**src/design/ast_pkg.sv**
```systemverilog
// ----------------------------------------------------------------------------
// ast_pkg
// Shared widths, token kind codes, character codes and the token beat type
// for the assembly source tokenizer.
// ----------------------------------------------------------------------------
package ast_pkg;

  localparam int POSITION_BITS = 16;
  localparam int VALUE_BITS    = 32;
  localparam int KIND_BITS     = 4;
  localparam int CHAR_BITS     = 8;

  // Token kinds.
  localparam logic [KIND_BITS-1:0] K_NAME     = 4'd0;
  localparam logic [KIND_BITS-1:0] K_NUMBER   = 4'd1;
  localparam logic [KIND_BITS-1:0] K_COLON    = 4'd2;
  localparam logic [KIND_BITS-1:0] K_COMMA    = 4'd3;
  localparam logic [KIND_BITS-1:0] K_LBRACKET = 4'd4;
  localparam logic [KIND_BITS-1:0] K_RBRACKET = 4'd5;
  localparam logic [KIND_BITS-1:0] K_NEWLINE  = 4'd6;
  localparam logic [KIND_BITS-1:0] K_ERROR    = 4'd7;
  localparam logic [KIND_BITS-1:0] K_END      = 4'd8;

  // Character codes.
  localparam logic [CHAR_BITS-1:0] C_EOT       = 8'h00;
  localparam logic [CHAR_BITS-1:0] C_TAB       = 8'h09;
  localparam logic [CHAR_BITS-1:0] C_NEWLINE   = 8'h0A;
  localparam logic [CHAR_BITS-1:0] C_VTAB      = 8'h0B;
  localparam logic [CHAR_BITS-1:0] C_FORMFEED  = 8'h0C;
  localparam logic [CHAR_BITS-1:0] C_CR        = 8'h0D;
  localparam logic [CHAR_BITS-1:0] C_SPACE     = 8'h20;
  localparam logic [CHAR_BITS-1:0] C_COMMA     = 8'h2C;
  localparam logic [CHAR_BITS-1:0] C_DOT       = 8'h2E;
  localparam logic [CHAR_BITS-1:0] C_DIGIT_0   = 8'h30;
  localparam logic [CHAR_BITS-1:0] C_DIGIT_9   = 8'h39;
  localparam logic [CHAR_BITS-1:0] C_COLON     = 8'h3A;
  localparam logic [CHAR_BITS-1:0] C_SEMICOLON = 8'h3B;
  localparam logic [CHAR_BITS-1:0] C_UPPER_A   = 8'h41;
  localparam logic [CHAR_BITS-1:0] C_UPPER_Z   = 8'h5A;
  localparam logic [CHAR_BITS-1:0] C_LBRACKET  = 8'h5B;
  localparam logic [CHAR_BITS-1:0] C_RBRACKET  = 8'h5D;
  localparam logic [CHAR_BITS-1:0] C_UNDERSCORE = 8'h5F;
  localparam logic [CHAR_BITS-1:0] C_LOWER_A   = 8'h61;
  localparam logic [CHAR_BITS-1:0] C_LOWER_Z   = 8'h7A;

  // One token beat.
  typedef struct packed {
    logic [KIND_BITS-1:0]     kind;
    logic [POSITION_BITS-1:0] start_res;
    logic [POSITION_BITS-1:0] length;
    logic [VALUE_BITS-1:0]    value;
    logic                     last_of_run;
  } token_t;

endpackage

```
**src/design/ast_char_if.sv**
```systemverilog
// ----------------------------------------------------------------------------
// ast_char_if
// Valid/ready channel that carries one source character per beat.
// ----------------------------------------------------------------------------
interface ast_char_if;
  logic                          valid;
  logic                          ready;
  logic [ast_pkg::CHAR_BITS-1:0] ch;

  modport source (output valid, output ch, input ready);
  modport sink   (input valid, input ch, output ready);
endinterface

```
**src/design/ast_token_if.sv**
```systemverilog
// ----------------------------------------------------------------------------
// ast_token_if
// Valid/ready channel that carries one token per beat.
// ----------------------------------------------------------------------------
interface ast_token_if;
  logic                              valid;
  logic                              ready;
  logic [ast_pkg::KIND_BITS-1:0]     kind;
  logic [ast_pkg::POSITION_BITS-1:0] start_res;
  logic [ast_pkg::POSITION_BITS-1:0] length;
  logic [ast_pkg::VALUE_BITS-1:0]    value;
  logic                              last_of_run;

  modport source (output valid, output kind, output start_res, output length,
                  output value, output last_of_run, input ready);
  modport sink   (input valid, input kind, input start_res, input length,
                  input value, input last_of_run, output ready);
endinterface

```
**src/design/assembly_source_tokenizer.sv**
```systemverilog
// ----------------------------------------------------------------------------
// assembly_source_tokenizer
// Streams source characters in and assembly tokens out, one character a beat.
// ----------------------------------------------------------------------------
// Usage:
//   chars  : one source byte per beat; a zero byte ends the text and returns
//            all scanning state to its start, ready for the next text.
//   tokens : one token per beat; last_of_run marks the final token that one
//            character caused (a character causes zero, one or two tokens).
// Timing:
//   A character is scanned in the cycle it is accepted and its tokens are
//   written into a four-beat output queue, so the first token is offered on
//   tokens the cycle after acceptance if the queue held no earlier tokens.
//   chars accepts one character per cycle while the queue holds at most two
//   beats. A two-token character needs an output beat for each, so the
//   port's single beat per cycle, when tokens.ready is high, sets the rate.
// Reset:
//   rst (synchronous) empties the queue and clears all scanning state.
// Stall:
//   When the receiver holds tokens.ready low the queue fills and chars.ready
//   drops; no token is lost or repeated.
// ----------------------------------------------------------------------------
module assembly_source_tokenizer (
  input  logic               clk,
  input  logic               rst,
  ast_char_if.sink           chars,
  ast_token_if.source        tokens
);

  localparam int PB        = ast_pkg::POSITION_BITS;
  localparam int VB        = ast_pkg::VALUE_BITS;
  localparam int PRODB     = VB + 4;
  localparam int QDEPTH    = 4;
  localparam int QPTRB     = $clog2(QDEPTH);
  localparam int QCNTB     = $clog2(QDEPTH + 1);
  localparam logic [PB-1:0] POS_MAX = {PB{1'b1}};
  localparam logic [VB-1:0] VAL_MAX = {VB{1'b1}};

  // Scanning state.
  logic [PB-1:0] position, position_next;
  logic [PB-1:0] word_start, word_start_next;
  logic [PB-1:0] word_length, word_length_next;
  logic          all_digits, all_digits_next;
  logic [VB-1:0] number_value, number_value_next;
  logic          in_comment, in_comment_next;
  logic          halted_on_error, halted_on_error_next;

  // Output queue.
  ast_pkg::token_t queue [QDEPTH];
  logic [QPTRB-1:0] wr_ptr, rd_ptr;
  logic [QCNTB-1:0] count;

  logic accept, pop;
  logic [ast_pkg::CHAR_BITS-1:0] c;
  logic is_digit, is_word;
  logic word_emit, tok_emit;
  ast_pkg::token_t word_tok, single_tok, entry0, entry1;
  logic [1:0] n_wr;
  logic [PRODB-1:0] prod;
  logic [3:0] digit;

  assign chars.ready = (count <= QCNTB'(QDEPTH - 2));
  assign accept      = chars.valid && chars.ready;
  assign pop         = tokens.valid && tokens.ready;
  assign c           = chars.ch;

  // Character classes.
  assign is_digit = (c >= ast_pkg::C_DIGIT_0) && (c <= ast_pkg::C_DIGIT_9);
  assign is_word  = is_digit ||
                    ((c >= ast_pkg::C_LOWER_A) && (c <= ast_pkg::C_LOWER_Z)) ||
                    ((c >= ast_pkg::C_UPPER_A) && (c <= ast_pkg::C_UPPER_Z)) ||
                    (c == ast_pkg::C_UNDERSCORE) || (c == ast_pkg::C_DOT);

  // Times-ten accumulate; the sum exceeds the maximum exactly when the
  // decimal value must saturate.
  assign digit = 4'(c - ast_pkg::C_DIGIT_0);
  assign prod  = (PRODB'(number_value) << 3) + (PRODB'(number_value) << 1) +
                 PRODB'(digit);

  // The pending word as a token.
  always_comb begin
    word_tok.kind        = all_digits ? ast_pkg::K_NUMBER : ast_pkg::K_NAME;
    word_tok.start_res   = word_start;
    word_tok.length      = word_length;
    word_tok.value       = all_digits ? number_value : '0;
    word_tok.last_of_run = 1'b0;
  end

  // Scan one character: next state and up to two tokens.
  always_comb begin
    position_next        = (position == POS_MAX) ? position : position + 1'b1;
    word_start_next      = word_start;
    word_length_next     = word_length;
    all_digits_next      = all_digits;
    number_value_next    = number_value;
    in_comment_next      = in_comment;
    halted_on_error_next = halted_on_error;
    word_emit            = 1'b0;
    tok_emit             = 1'b0;
    single_tok.kind        = ast_pkg::K_END;
    single_tok.start_res   = position;
    single_tok.length      = PB'(1);
    single_tok.value       = '0;
    single_tok.last_of_run = 1'b1;

    priority if (c == ast_pkg::C_EOT) begin
      word_emit            = !halted_on_error && (word_length != '0);
      tok_emit             = 1'b1;
      single_tok.length    = '0;
      position_next        = '0;
      word_start_next      = '0;
      word_length_next     = '0;
      all_digits_next      = 1'b1;
      number_value_next    = '0;
      in_comment_next      = 1'b0;
      halted_on_error_next = 1'b0;
    end else if (halted_on_error) begin
      // Everything up to end of text is dropped.
    end else if (in_comment) begin
      if (c == ast_pkg::C_NEWLINE) begin
        in_comment_next = 1'b0;
        tok_emit        = 1'b1;
        single_tok.kind = ast_pkg::K_NEWLINE;
      end
    end else if (is_word) begin
      if (word_length == '0) begin
        word_start_next = position;
      end
      if (word_length != POS_MAX) begin
        word_length_next = word_length + 1'b1;
      end
      if (is_digit) begin
        number_value_next = (prod > PRODB'(VAL_MAX)) ? VAL_MAX : prod[VB-1:0];
      end else begin
        all_digits_next = 1'b0;
      end
    end else begin
      word_emit         = (word_length != '0);
      word_start_next   = '0;
      word_length_next  = '0;
      all_digits_next   = 1'b1;
      number_value_next = '0;
      unique case (c)
        ast_pkg::C_COLON: begin
          tok_emit = 1'b1;
          single_tok.kind = ast_pkg::K_COLON;
        end
        ast_pkg::C_COMMA: begin
          tok_emit = 1'b1;
          single_tok.kind = ast_pkg::K_COMMA;
        end
        ast_pkg::C_LBRACKET: begin
          tok_emit = 1'b1;
          single_tok.kind = ast_pkg::K_LBRACKET;
        end
        ast_pkg::C_RBRACKET: begin
          tok_emit = 1'b1;
          single_tok.kind = ast_pkg::K_RBRACKET;
        end
        ast_pkg::C_NEWLINE: begin
          tok_emit = 1'b1;
          single_tok.kind = ast_pkg::K_NEWLINE;
        end
        ast_pkg::C_SEMICOLON: begin
          in_comment_next = 1'b1;
        end
        ast_pkg::C_SPACE, ast_pkg::C_TAB, ast_pkg::C_CR,
        ast_pkg::C_VTAB, ast_pkg::C_FORMFEED: begin
          // Whitespace is skipped.
        end
        default: begin
          tok_emit             = 1'b1;
          single_tok.kind      = ast_pkg::K_ERROR;
          halted_on_error_next = 1'b1;
        end
      endcase
    end
  end

  // Order the tokens: the pending word always goes first.
  always_comb begin
    entry0             = word_emit ? word_tok : single_tok;
    entry0.last_of_run = !(word_emit && tok_emit);
    entry1             = single_tok;
    n_wr               = 2'(word_emit) + 2'(tok_emit);
  end

  // Scanning state registers.
  always_ff @(posedge clk) begin
    if (rst) begin
      position        <= '0;
      word_start      <= '0;
      word_length     <= '0;
      all_digits      <= 1'b1;
      number_value    <= '0;
      in_comment      <= 1'b0;
      halted_on_error <= 1'b0;
    end else if (accept) begin
      position        <= position_next;
      word_start      <= word_start_next;
      word_length     <= word_length_next;
      all_digits      <= all_digits_next;
      number_value    <= number_value_next;
      in_comment      <= in_comment_next;
      halted_on_error <= halted_on_error_next;
    end
  end

  // Queue storage.
  always_ff @(posedge clk) begin
    if (accept && (n_wr != 2'd0)) begin
      queue[wr_ptr] <= entry0;
    end
    if (accept && (n_wr == 2'd2)) begin
      queue[wr_ptr + 1'b1] <= entry1;
    end
  end

  // Queue pointers and fill count.
  always_ff @(posedge clk) begin
    if (rst) begin
      wr_ptr <= '0;
      rd_ptr <= '0;
      count  <= '0;
    end else begin
      if (accept) begin
        wr_ptr <= wr_ptr + QPTRB'(n_wr);
      end
      if (pop) begin
        rd_ptr <= rd_ptr + 1'b1;
      end
      count <= count + (accept ? QCNTB'(n_wr) : '0) - QCNTB'(pop);
    end
  end

  // Head of the queue drives the token channel.
  assign tokens.valid       = (count != '0);
  assign tokens.kind        = queue[rd_ptr].kind;
  assign tokens.start_res   = queue[rd_ptr].start_res;
  assign tokens.length      = queue[rd_ptr].length;
  assign tokens.value       = queue[rd_ptr].value;
  assign tokens.last_of_run = queue[rd_ptr].last_of_run;

endmodule
```
**src/flat_wrapper.sv**
```systemverilog
// flat-port wrapper written by rule: the top's interface ports become plain ports
module assembly_source_tokenizer_flat 
  (clk, rst, chars_valid, chars_ch, chars_ready, tokens_valid, tokens_kind, tokens_start_res, tokens_length, tokens_value, tokens_last_of_run, tokens_ready);
  ast_char_if chars_i ();
  ast_token_if tokens_i ();
  input  logic clk;
  input  logic rst;
  input wire logic [$bits(chars_i.valid)-1:0] chars_valid;
  input wire logic [$bits(chars_i.ch)-1:0] chars_ch;
  output wire logic [$bits(chars_i.ready)-1:0] chars_ready;
  output wire logic [$bits(tokens_i.valid)-1:0] tokens_valid;
  output wire logic [$bits(tokens_i.kind)-1:0] tokens_kind;
  output wire logic [$bits(tokens_i.start_res)-1:0] tokens_start_res;
  output wire logic [$bits(tokens_i.length)-1:0] tokens_length;
  output wire logic [$bits(tokens_i.value)-1:0] tokens_value;
  output wire logic [$bits(tokens_i.last_of_run)-1:0] tokens_last_of_run;
  input wire logic [$bits(tokens_i.ready)-1:0] tokens_ready;
  assign chars_i.valid = chars_valid;
  assign chars_i.ch = chars_ch;
  assign chars_ready = chars_i.ready;
  assign tokens_valid = tokens_i.valid;
  assign tokens_kind = tokens_i.kind;
  assign tokens_start_res = tokens_i.start_res;
  assign tokens_length = tokens_i.length;
  assign tokens_value = tokens_i.value;
  assign tokens_last_of_run = tokens_i.last_of_run;
  assign tokens_i.ready = tokens_ready;
  assembly_source_tokenizer u_core (.clk(clk), .rst(rst), .chars(chars_i), .tokens(tokens_i));
endmodule
```
**config.mk**
```make
export PLATFORM = sky130hd
export DESIGN_NAME = assembly_source_tokenizer_flat
export DESIGN_NICKNAME = d
export VERILOG_FILES = /design/src/design/ast_pkg.sv /design/src/design/ast_char_if.sv /design/src/design/ast_token_if.sv /design/src/design/assembly_source_tokenizer.sv /design/src/flat_wrapper.sv
export SDC_FILE = /design/constraint.sdc
export NUM_CORES = 1
export LEC_CHECK = 0
export BUFFER_PORTS_ARGS = -buffer_cell sky130_fd_sc_hd__clkbuf_2
export CORE_MARGIN = 4
export CORE_UTILIZATION = 50
export CTS_CLUSTER_DIAMETER = 60
export DETAILED_ROUTE_END_ITERATION = 10
export MAX_ROUTING_LAYER = met4
export PLACE_DENSITY = 0.67
export SYNTH_ARGS = -nofsm -noshare
export SYNTH_HDL_FRONTEND = slang
export SYNTH_SLANG_ARGS = --single-unit
```
**constraint.sdc**
```tcl
create_clock -name clk -period 5 [get_ports clk]
set_input_delay 0.75 -clock clk [delete_from_list [all_inputs] [get_ports clk]]
set_output_delay 0.75 -clock clk [all_outputs]
set_load 0.03 [all_outputs]
```
==> results of run 1 <==
==> flip-flops by register name, indices dropped and copies added, names as in the netlist, named ones only <==
| register | cells |
|---|---|
| u_core.all_digits | 1 |
| u_core.queue | 276 |
| u_core.word_length | 16 |
| u_core.in_comment | 1 |
| u_core.rd_ptr | 2 |
| u_core.word_start | 16 |
| u_core.count | 3 |
| u_core.halted_on_error | 1 |
| u_core.position | 16 |
| u_core.wr_ptr | 2 |
| u_core.number_value | 32 |
==> per-layer routing <==
layer,up-vias,routed length [µm]
li1,6036,-
met1,6530,19400
met2,375,21900
met3,81,2140
met4,0,1070
met5,-,0
==> metrics by stage <==
step | worst slack [ns] | cells
after floorplan | 0.736 | 1564
after global placement | 0.571 | 1992
after detailed placement | 0.495 | 1992
after CTS | 0.978 | 2065
after global routing | 0.570 | 2065
final | 1.01 | 2065
==> Yosys cell counts, types with 21 or more instances <==
cell type | number | area (µm²)
sky130_fd_sc_hd__a21o_1 | 23 | 173
sky130_fd_sc_hd__a21oi_1 | 103 | 515
sky130_fd_sc_hd__a22o_1 | 252 | 2210
sky130_fd_sc_hd__buf_2 | 21 | 105
sky130_fd_sc_hd__clkbuf_1 | 101 | 379
sky130_fd_sc_hd__dfxtp_1 | 284 | 5690
sky130_fd_sc_hd__edfxtp_1 | 84 | 2520
sky130_fd_sc_hd__ha_1 | 72 | 901
sky130_fd_sc_hd__inv_1 | 24 | 90.1
sky130_fd_sc_hd__mux4_2 | 69 | 1550
sky130_fd_sc_hd__nand2_1 | 62 | 233
sky130_fd_sc_hd__nand3_1 | 25 | 125
sky130_fd_sc_hd__nor2_1 | 84 | 315
sky130_fd_sc_hd__o21ai_0 | 52 | 260
sky130_fd_sc_hd__xnor2_1 | 26 | 228
==> area by class of cell <==
| class | instances | area, µm² | share of cell area (%) |
|---|---|---|---|
| multi-input cells | 1025 | 8580 | 43.9 |
| clock buffers | 54 | 1170 | 6.01 |
| well taps | 455 | 569 | 2.91 |
| flip-flops and latches | 368 | 8220 | 42.1 |
| inverters | 25 | 93.8 | 0.480 |
| clock inverters | 19 | 214 | 1.10 |
| repair buffers | 119 | 688 | 3.52 |
==> logic make-up (layout without fill, tap and decap cells) <==
family	Yosys count	in the layout
DFF	368	368
AOI/OAI and AO/OA	521	521
adders and majority gates	75	75
and+or+nand+nor	301	301
buffers and inverters	171	217
xor gates and xnor gates	46	46
muxes	82	82
==> power by group through the flow <==
stage | Combinational (W) | Sequential [W] | Clock (W)
finish | 0.00118 | 0.00335 | 0.00306
global route | 0.00126 | 0.00338 | 0.00323
global placement | 0.00117 | 0.00341 | 0
floorplan | 0.000964 | 0.00324 | 0
CTS | 0.00119 | 0.00336 | 0.00311
detailed placement | 0.00119 | 0.00342 | 0
==> worst max-delay path by stage <==
stage	end	startpoint	slack [ns]	cells past startpoint
after floorplan	u_core.queue[0][33]	chars_ch[3]	0.74	16
after global placement	u_core.number_value[16]	chars_ch[3]	0.57	13
after detailed placement	u_core.queue[1][59]	chars_ch[3]	0.49	15
after CTS	u_core.number_value[16]	u_core.number_value[2]	0.98	12
after global routing	u_core.queue[1][57]	chars_ch[3]	0.57	15
final	u_core.queue[1][59]	chars_ch[3]	1.01	15
==> results_tabular.tex, run 1 <==
\begin{tabular}{lr}
\hline
Metric & Value \\
\hline
\multicolumn{2}{l}{\textbf{Outcome}} \\
\quad Outcome & completed \\
\multicolumn{2}{l}{\textbf{Worst setup path}} \\
\quad WS Path Type & input port to flip-flop \\
\quad Cells traversed along the worst timing path & clkbuf\_2, nor3\_1, a21oi\_1, o21ai\_0, and3\_1, nand2b\_1, o21ai\_0, inv\_1, o21ai\_0, inv\_1, ha\_1, nand2b\_1, o21ai\_0, and2\_1, a22o\_1 \\
\quad Highest fanout seen on the critical path & 16 \\
\quad Crit-path most repeated cell & sky130\_fd\_sc\_hd\_\_o21ai\_0 \\
\quad FF-to-FF Start & u\_core.number\_value[2] \\
\quad Slack of the worst reg-to-reg path & 1.02 ns \\
\quad Slowest stage cell, crit path & sky130\_fd\_sc\_hd\_\_and2\_1 \\
\quad Worst setup EP type & flip-flop \\
\quad Buf/Inv on CP & 3 \\
\quad Cell family with most CP delay & simple AND/OR/NAND/NOR gates \\
\quad Arrival time of the worst setup path & 4.39 ns \\
\quad Critical Path Source Type & input port \\
\quad Reg2Reg Capture Point & u\_core.number\_value[18] \\
\quad Reg2reg path depth & 12 \\
\quad Required time of the worst setup path & about 5.4 ns \\
\quad Biggest cell delay along the critical path & just over 0.7 ns \\
\multicolumn{2}{l}{\textbf{Final layout}} \\
\quad Final antenna diode count & 0 \\
\quad Filler Cell Count & just under 3000 \\
\quad Final core utilization & 56.7\% \\
\quad Relative area change from synthesis to final layout & 11.9\% \\
\quad Cell area after layout & approximately 20000 µm² \\
\quad Commonest cells after routing, fill and taps aside & sky130\_fd\_sc\_hd\_\_dfxtp\_1 (282), sky130\_fd\_sc\_hd\_\_a22o\_1 (252), sky130\_fd\_sc\_hd\_\_a21oi\_1 (102) \\
\quad Layout cells sized above 1 & a little under a fifth \\
\quad Post-layout net count & roughly 1700 \\
\quad Most common cell after layout, fill and taps aside & sky130\_fd\_sc\_hd\_\_dfxtp\_1 \\
\multicolumn{2}{l}{\textbf{Timing}} \\
\quad Hold\_ws & $\sim$0.47 ns \\
\quad Unrepaired setup endpoints after global routing & false \\
\quad F\_max & 251 MHz \\
\quad Setup Viol. Count Final & 0 \\
\quad Clock period minus worst slack & 3.99 ns \\
\quad Tcrit/Tclk final & around four fifths \\
\quad Number of pins with negative max-slew slack in the final report & 0 \\
\quad Remaining max-slew budget at the tightest pin & 31.1\% \\
\quad Final hold violations & 0 \\
\quad Setup TNS & 0 ns \\
\quad Transition time at the pin with the least slew margin & approximately 1.0 ns \\
\quad Final Skew & between 0.02 and 0.025 ns \\
\multicolumn{2}{l}{\textbf{Clocking}} \\
\quad CTS tree & built \\
\quad Count of hold-fix buffers inserted at cts & 0 \\
\quad CTS Buf Count & 40 \\
\quad Post-CTS Setup Bufs & 0 \\
\quad Clock insertion delay at the later pin of the skew report & about 0.55 ns \\
\quad Post-cts sizing count & 0 \\
\quad Max clock buf depth & 3 \\
\quad Clock Sinks & 368 \\
\quad H-tree depth & 2 \\
\quad Clk slew on worst S/H paths & roughly 0.06 ns \\
\quad Clock Root Buffer & sky130\_fd\_sc\_hd\_\_clkbuf\_16 \\
\multicolumn{2}{l}{\textbf{Power}} \\
\quad LEAKAGE & $\sim$7.5 nW \\
\quad Sw Share & slightly below 30\% \\
\quad Power share of the clock group & 40.3\% \\
\quad Worst IR drop on VDD & between 0.2 and 0.25 mV \\
\quad Part of the total power dissipated in sequential elements & between 40\% and 50\% \\
\quad Total power & about 0.0076 W \\
\quad Combinational Power Share & between 10\% and 20\% \\
\quad Internal power contribution & $\sim$0.0054 W \\
\quad Power per standard cell area & 389 nW/µm² \\
\quad Net load switching power & approximately 0.0022 W \\
\multicolumn{2}{l}{\textbf{Run}} \\
\quad Max-Cap Viols & 0 \\
\multicolumn{2}{l}{\textbf{Global routing}} \\
\quad Vias in the first global route & $\sim$13000 \\
\quad Pin count of the biggest net entering global routing & $\sim$60 \\
\quad Global route hottest layer & met2 \\
\quad Grt met1 use & between 30\% and 40\% \\
\quad Overflow after GRT & 0 \\
\quad Number of antenna violations at the first check in global routing & 0 \\
\quad Wire length of the first global-routing pass & 71600 µm \\
\quad Overall Global Routing Usage & a little under a quarter \\
\quad Grt met2 use & between 30\% and 40\% \\
\quad Global routing usage on met3 & between 2 and 3\% \\
\multicolumn{2}{l}{\textbf{Yosys}} \\
\quad Mux cell area share after synthesis & under 10\% \\
\quad Library cells used by synthesis & between 70 and 80 \\
\quad Gate Count Post-Synth & around 1600 \\
\quad Synthesis-stage register bit count & 368 \\
\quad Proportion of synthesized chip area in sequential cells & 47.0\% \\
\quad Yosys warning total & 0 \\
\quad Cell area after synthesis & between 15000 and 20000 µm² \\
\quad Primary FF master, synth & sky130\_fd\_sc\_hd\_\_dfxtp\_1 \\
\quad Post-Synth Simple-Gate Area & 8.86\% \\
\quad Mapped Nets & $\sim$1700 \\
\quad Share of the synthesized area in compound gates (AO/OA/AOI/OAI) & 22.6\% \\
\quad Share of synthesized cell area in full adder, half adder and majority cells & 5.50\% \\
\quad Post-synthesis xor/xnor area fraction & roughly 2.3\% \\
\quad Fraction of registers with async set/reset & 0\% \\
\quad Synthesized area per cell & 11.2 µm² \\
\quad Largest family of logic cells by synthesized area & compound AO/OA/AOI/OAI gates \\
\quad Number of enable-type register cells in the synthesized netlist & 84 \\
\multicolumn{2}{l}{\textbf{Detailed routing}} \\
\quad Detailed Routing Iterations Pass 1 & 5 \\
\quad Drt total wl & roughly 44000 µm \\
\quad Total DRC errors in the routed layout & 0 \\
\quad Count of routing violations after the opening detailed-route iteration & 1055 \\
\quad Antenna-violating nets left & 0 \\
\quad Total via count after detailed routing & 13000 \\
\quad Routed length per instance & between 20 and 25 µm \\
\quad Routed vias/inst & $\sim$6.3 \\
\multicolumn{2}{l}{\textbf{Hold path}} \\
\quad Cell depth of the worst min-delay path & 1 \\
\quad HP Start & u\_core.queue[2][45] \\
\quad Sink of the worst hold path & u\_core.queue[2][45] \\
\quad Type of the most critical hold path & flip-flop to flip-flop \\
\multicolumn{2}{l}{\textbf{Placed design}} \\
\quad Placer's final routability congestion estimate & $\sim$0.87 \\
\quad Post-place instance area & 18100 µm² \\
\quad I/O Buffers & 82 \\
\quad Hpwl dp & 27800 µm \\
\multicolumn{2}{l}{\textbf{Floorplan}} \\
\quad Top-Level Pins & 83 \\
\quad Full die area & roughly 38000 µm² \\
\quad Core region area & roughly 34000 µm² \\
\quad Die span in x & about 200 µm \\
\quad Row cnt & 68 \\
\quad Die span in y & 195 µm \\
\quad Initial Util & about half \\
\hline
\end{tabular}
Note: power is estimated with default switching activity, not from simulation.
==> run 2: changes to the inputs <==
ABC_AREA = 1   (was default)
PLACE_DENSITY = 0.69   (was 0.67)
clock period = 3.3 ns   (was 5 ns; I/O delays follow)
==> run 2 against run 1 <==
Against the previous run:
- utilization up 0.87 points
- sequential cell count unchanged
- area after synthesis up 7.1%
- worst hold slack got worse by 0.12 ns
- setup slack lost 0.79 ns
- via count grew 34%
- clock-buffer cell count rose by 5
- combinational power rose to 3.7 times the previous value
==> results_tabular.tex, run 2 <==
\begin{tabular}{lr}
\hline
Metric & Value \\
\hline
\multicolumn{2}{l}{\textbf{Final layout}} \\
\quad Register ranked first by flip-flop count & u\_core.queue (unchanged) \\
\quad Biggest regs & u\_core.queue: 276 flops, u\_core.number\_value: 32 flops (unchanged) \\
\quad Most common cell after layout, fill and taps aside & sky130\_fd\_sc\_hd\_\_nand2\_1 (was sky130\_fd\_sc\_hd\_\_dfxtp\_1) \\
\quad Filler Cell Count & 3348 (was 2946) \\
\quad Cell area after layout & 21200 µm² (was 19500 µm²) \\
\quad Relative area change from synthesis to final layout & 13.3\% (was 11.9\%) \\
\quad Final core utilization & 57.6\% (was 56.7\%) \\
\quad Post-layout net count & 2586 (was 1666) \\
\quad Layout cells sized above 1 & 12.0\% (was 18.4\%) \\
\quad Number of flip-flops in the largest register & 276 (unchanged) \\
\quad Post-route insts no fill & 2997 (was 2065) \\
\quad Commonest cells after routing, fill and taps aside & sky130\_fd\_sc\_hd\_\_nand2\_1 (502), sky130\_fd\_sc\_hd\_\_dfxtp\_1 (282), sky130\_fd\_sc\_hd\_\_nor2\_1 (249) (was sky130\_fd\_sc\_hd\_\_dfxtp\_1 (282), sky130\_fd\_sc\_hd\_\_a22o\_1 (252), sky130\_fd\_sc\_hd\_\_a21oi\_1 (102)) \\
\quad Multi-input gate area & 9310 µm² (was 8580 µm²) \\
\quad Area of all sequential standard cells & 8210 µm² (was 8220 µm²) \\
\multicolumn{2}{l}{\textbf{Timing}} \\
\quad Final Skew & 0.0163 ns (was 0.0217 ns) \\
\quad Setup Viol. Count Final & 0 (unchanged) \\
\quad F\_max & roughly 320 MHz \\
\quad Final hold violations & 0 (unchanged) \\
\quad Unrepaired setup endpoints after global routing & false (unchanged) \\
\quad Clock period minus worst slack & around 3.1 ns \\
\quad Transition time at the pin with the least slew margin & 1.01 ns (was 1.03 ns) \\
\quad Remaining max-slew budget at the tightest pin & 32.4\% (was 31.1\%) \\
\quad Hold\_ws & 0.355 ns (was 0.471 ns) \\
\quad Tcrit/Tclk final & 93.4\% \\
\quad Number of pins with negative max-slew slack in the final report & 0 (unchanged) \\
\multicolumn{2}{l}{\textbf{Worst setup path}} \\
\quad WS Path Type & flip-flop to flip-flop (was input port to flip-flop) \\
\quad Reg2reg path depth & 18 (was 12) \\
\quad Critical Path Sink & u\_core.queue[2][41] (was u\_core.queue[1][59]) \\
\quad Highest fanout seen on the critical path & 37 (was 16) \\
\quad Required time of the worst setup path & 3.72 ns (was 5.40 ns) \\
\quad Arrival time of the worst setup path & 3.50 ns (was 4.39 ns) \\
\quad Slack of the worst reg-to-reg path & 0.22 ns (was 1.02 ns) \\
\quad Biggest cell delay along the critical path & 0.36 ns (was 0.72 ns) \\
\quad Worst Setup SP & u\_core.word\_length[0] (was chars\_ch[3]) \\
\quad Worst setup EP type & flip-flop (unchanged) \\
\quad Critical Path Source Type & flip-flop (was input port) \\
\quad Crit-path most repeated cell & sky130\_fd\_sc\_hd\_\_inv\_2 (was sky130\_fd\_sc\_hd\_\_o21ai\_0) \\
\quad Cells traversed along the worst timing path & inv\_1, ha\_1, nand3\_1, nor2\_1, nand4\_1, nand2\_1, nor2\_1, nand3\_4, inv\_2, ha\_1, nand2\_1, buf\_4, nor3\_2, inv\_2, nand2\_8, inv\_2, buf\_12, a22o\_1 (was clkbuf\_2, nor3\_1, a21oi\_1, o21ai\_0, and3\_1, nand2b\_1, o21ai\_0, inv\_1, o21ai\_0, inv\_1, ha\_1, nand2b\_1, o21ai\_0, and2\_1, a22o\_1) \\
\quad FF-to-FF Start & u\_core.word\_length[0] (was u\_core.number\_value[2]) \\
\quad Reg2Reg Capture Point & u\_core.queue[2][41] (was u\_core.number\_value[18]) \\
\quad Slowest stage cell, crit path & sky130\_fd\_sc\_hd\_\_dfxtp\_1 (was sky130\_fd\_sc\_hd\_\_and2\_1) \\
\multicolumn{2}{l}{\textbf{Floorplan}} \\
\quad Die span in x & 201 µm (was 195 µm) \\
\quad Full die area & 40500 µm² (was 38000 µm²) \\
\quad Core region area & 36800 µm² (was 34500 µm²) \\
\quad Top-Level Pins & 83 (unchanged) \\
\quad Row cnt & 70 (was 68) \\
\quad Die span in y & 201 µm (was 195 µm) \\
\quad Initial Util & 50.8\% (was 50.7\%) \\
\multicolumn{2}{l}{\textbf{Yosys}} \\
\quad Library cells used by synthesis & 42 (was 71) \\
\quad Top-area cell type share of the netlist area & 30.4\% (was 32.6\%) \\
\quad Primary FF master, synth & sky130\_fd\_sc\_hd\_\_dfxtp\_1 (unchanged) \\
\quad Commonest cells post-synth & sky130\_fd\_sc\_hd\_\_nand2\_1 (503), sky130\_fd\_sc\_hd\_\_dfxtp\_1 (284), sky130\_fd\_sc\_hd\_\_nor2\_1 (252) (was sky130\_fd\_sc\_hd\_\_dfxtp\_1 (284), sky130\_fd\_sc\_hd\_\_a22o\_1 (252), sky130\_fd\_sc\_hd\_\_a21oi\_1 (103)) \\
\quad Number of enable-type register cells in the synthesized netlist & 84 (unchanged) \\
\quad Synthesis-stage register bit count & 368 (unchanged) \\
\quad Gate Count Post-Synth & 2433 (was 1564) \\
\quad Fraction of registers with async set/reset & 0\% (unchanged) \\
\quad Most frequent cell after synthesis & sky130\_fd\_sc\_hd\_\_nand2\_1 (was sky130\_fd\_sc\_hd\_\_dfxtp\_1) \\
\quad Mapped Nets & 2520 (was 1651) \\
\quad Main area contributors after synthesis & sky130\_fd\_sc\_hd\_\_dfxtp\_1 (30\%), sky130\_fd\_sc\_hd\_\_edfxtp\_1 (13\%), sky130\_fd\_sc\_hd\_\_nand2\_1 (10\%) (was sky130\_fd\_sc\_hd\_\_dfxtp\_1 (33\%), sky130\_fd\_sc\_hd\_\_edfxtp\_1 (14\%), sky130\_fd\_sc\_hd\_\_a22o\_1 (13\%)) \\
\quad Cell area after synthesis & 18700 µm² (was 17500 µm²) \\
\quad Yosys warning total & 0 (unchanged) \\
\quad Proportion of synthesized chip area in sequential cells & 43.9\% (was 47.0\%) \\
\quad Post-synth top area cell & sky130\_fd\_sc\_hd\_\_dfxtp\_1 (unchanged) \\
\quad Synthesized area per cell & 7.68 µm² (was 11.2 µm²) \\
\multicolumn{2}{l}{\textbf{Placed design}} \\
\quad I/O Buffers & 82 (unchanged) \\
\quad Hpwl dp & 36700 µm (was 27800 µm) \\
\quad Number of cells after detailed placement & 2925 (was 1992) \\
\quad Placer's final routability congestion estimate & 0.960 (was 0.870) \\
\quad Post-place instance area & 19900 µm² (was 18100 µm²) \\
\multicolumn{2}{l}{\textbf{Power}} \\
\quad Worst IR drop on VDD & 0.331 mV (was 0.236 mV) \\
\quad Power per standard cell area & 661 nW/µm² (was 389 nW/µm²) \\
\quad LEAKAGE & 8.61 nW (was 7.50 nW) \\
\multicolumn{2}{l}{\textbf{Detailed routing}} \\
\quad Antenna-violating nets left & 0 (unchanged) \\
\quad Total via count after detailed routing & 17500 (was 13000) \\
\quad Count of routing violations after the opening detailed-route iteration & 1912 (was 1055) \\
\quad Routed vias/inst & 5.84 (was 6.31) \\
\quad Routed length per instance & 18.0 µm (was 21.5 µm) \\
\quad Drt total wl & 54100 µm (was 44500 µm) \\
\quad Detailed Routing Iterations Pass 1 & 6 (was 5) \\
\quad Total DRC errors in the routed layout & 0 (unchanged) \\
\multicolumn{2}{l}{\textbf{Clocking}} \\
\quad Post-CTS Setup Bufs & 0 (unchanged) \\
\quad CTS tree & built (unchanged) \\
\quad H-tree depth & 2 (unchanged) \\
\quad Clock Sinks & 368 (unchanged) \\
\quad Clock insertion delay at the later pin of the skew report & 0.54 ns (was 0.55 ns) \\
\quad Count of hold-fix buffers inserted at cts & 0 (unchanged) \\
\quad Clk slew on worst S/H paths & 0.06 ns (about the same) \\
\quad Clock Root Buffer & sky130\_fd\_sc\_hd\_\_clkbuf\_16 (unchanged) \\
\quad Post-cts sizing count & 0 (unchanged) \\
\quad Max clock buf depth & 3 (unchanged) \\
\quad CTS Buf Count & 40 (unchanged) \\
\multicolumn{2}{l}{\textbf{Global routing}} \\
\quad Wire length of the first global-routing pass & 87600 µm (was 71600 µm) \\
\quad Overflow after GRT & 0 (unchanged) \\
\quad Vias in the first global route & 16600 (was 13000) \\
\quad Number of antenna violations at the first check in global routing & 1 (was 0) \\
\quad Overall Global Routing Usage & 26.6\% (was 23.7\%) \\
\quad Pin count of the biggest net entering global routing & 66 (was 59) \\
\multicolumn{2}{l}{\textbf{Outcome}} \\
\quad Outcome & completed (unchanged) \\
\multicolumn{2}{l}{\textbf{Hold path}} \\
\quad Type of the most critical hold path & input port to flip-flop (was flip-flop to flip-flop) \\
\multicolumn{2}{l}{\textbf{Run}} \\
\quad Max-Cap Viols & 0 (unchanged) \\
\hline
\end{tabular}
==> run 2: cell count changes after synthesis, moves of 69 or more <==
cell / before / now
sky130_fd_sc_hd__o21ai_0: 52 / 186
sky130_fd_sc_hd__o21ai_1: 2 / 136
sky130_fd_sc_hd__nand3_1: 25 / 126
sky130_fd_sc_hd__o22ai_1: 5 / 135
sky130_fd_sc_hd__mux4_2: 69 / 0
sky130_fd_sc_hd__inv_1: 24 / 165
sky130_fd_sc_hd__a22o_1: 252 / 60
sky130_fd_sc_hd__nand2_1: 62 / 503
sky130_fd_sc_hd__nor2_1: 84 / 252
==> run 2: report_power, final <==
group,total (W),internal [W],switching [W]
logic,0.00433,0.00120,0.00313
clock network,0.00437,0.00257,0.00180
registers,0.00529,0.00501,0.000280
total,0.0140,0.00878,0.00521
==> run 2: metal layers <==
| metal | share of wire [%] | global-route usage (%) |
|---|---|---|
| met1 | 46 | 37.8 |
| met2 | 44 | 40.3 |
| met3 | 8.6 | 4.00 |
| met4 | 1.6 | 6.59 |
| met5 | 0 | - |
==> run 2: layout make-up <==
| class | count | area share (%) |
|---|---|---|
| antenna | 1 | 0.0118 |
| clock buffer | 59 | 5.40 |
| clock inverter | 12 | 0.609 |
| inverter | 184 | 3.27 |
| multi-input combinational | 1748 | 44.0 |
| sequential | 368 | 38.8 |
| tap | 468 | 2.77 |
| timing repair buffer | 157 | 5.19 |
==> run 2: metrics by stage <==
step	TNS [ns]	power, W	worst slack (ns)
floorplan	-0.740	0.00832	-0.0218
global placement	-0.000247	0.00959	-0.000247
detailed placement	-8.36	0.00967	-0.134
CTS	0	0.0140	0.269
global route	0	0.0146	0.0404
finish	0	0.0140	0.219
==> run 2: how the worst min path moves through the flow <==
stage | cells past startpoint | to | from | slack [ns]
detailed placement | 2 | u_core.queue[1][2] | u_core.queue[1][2] | 0.44
global placement | 2 | u_core.queue[1][2] | u_core.queue[1][2] | 0.44
global route | 3 | u_core.wr_ptr[0] | chars_valid | 0.38
finish | 3 | u_core.wr_ptr[0] | chars_valid | 0.36
CTS | 3 | u_core.wr_ptr[0] | chars_valid | 0.34
floorplan | 2 | u_core.queue[1][1] | u_core.queue[1][1] | 0.42
==> run 2: kinds of logic (layout without fill, tap and decap cells) <==
family | Yosys count | count (layout) | synth area share (%)
AO/OA/AOI/OAI | 670 | 670 | 20.6
adder cells (fa/ha/maj) | 75 | 75 | 5.14
AND/OR/NAND/NOR | 977 | 977 | 22.2
flip-flops | 368 | 368 | 43.9
XOR/XNOR | 26 | 26 | 1.22
buffers and inverters | 317 | 412 | 6.90
other | 0 | 1 | 0
==> run 2: worst max-delay path: cells and delay by family, from the launching register on <==
family	cells	cell delay (ns)
flops	1	0.36
fa+ha+maj	2	0.39
simple gates	9	1.18
compound gates	1	0.26
buf+inv	6	0.72
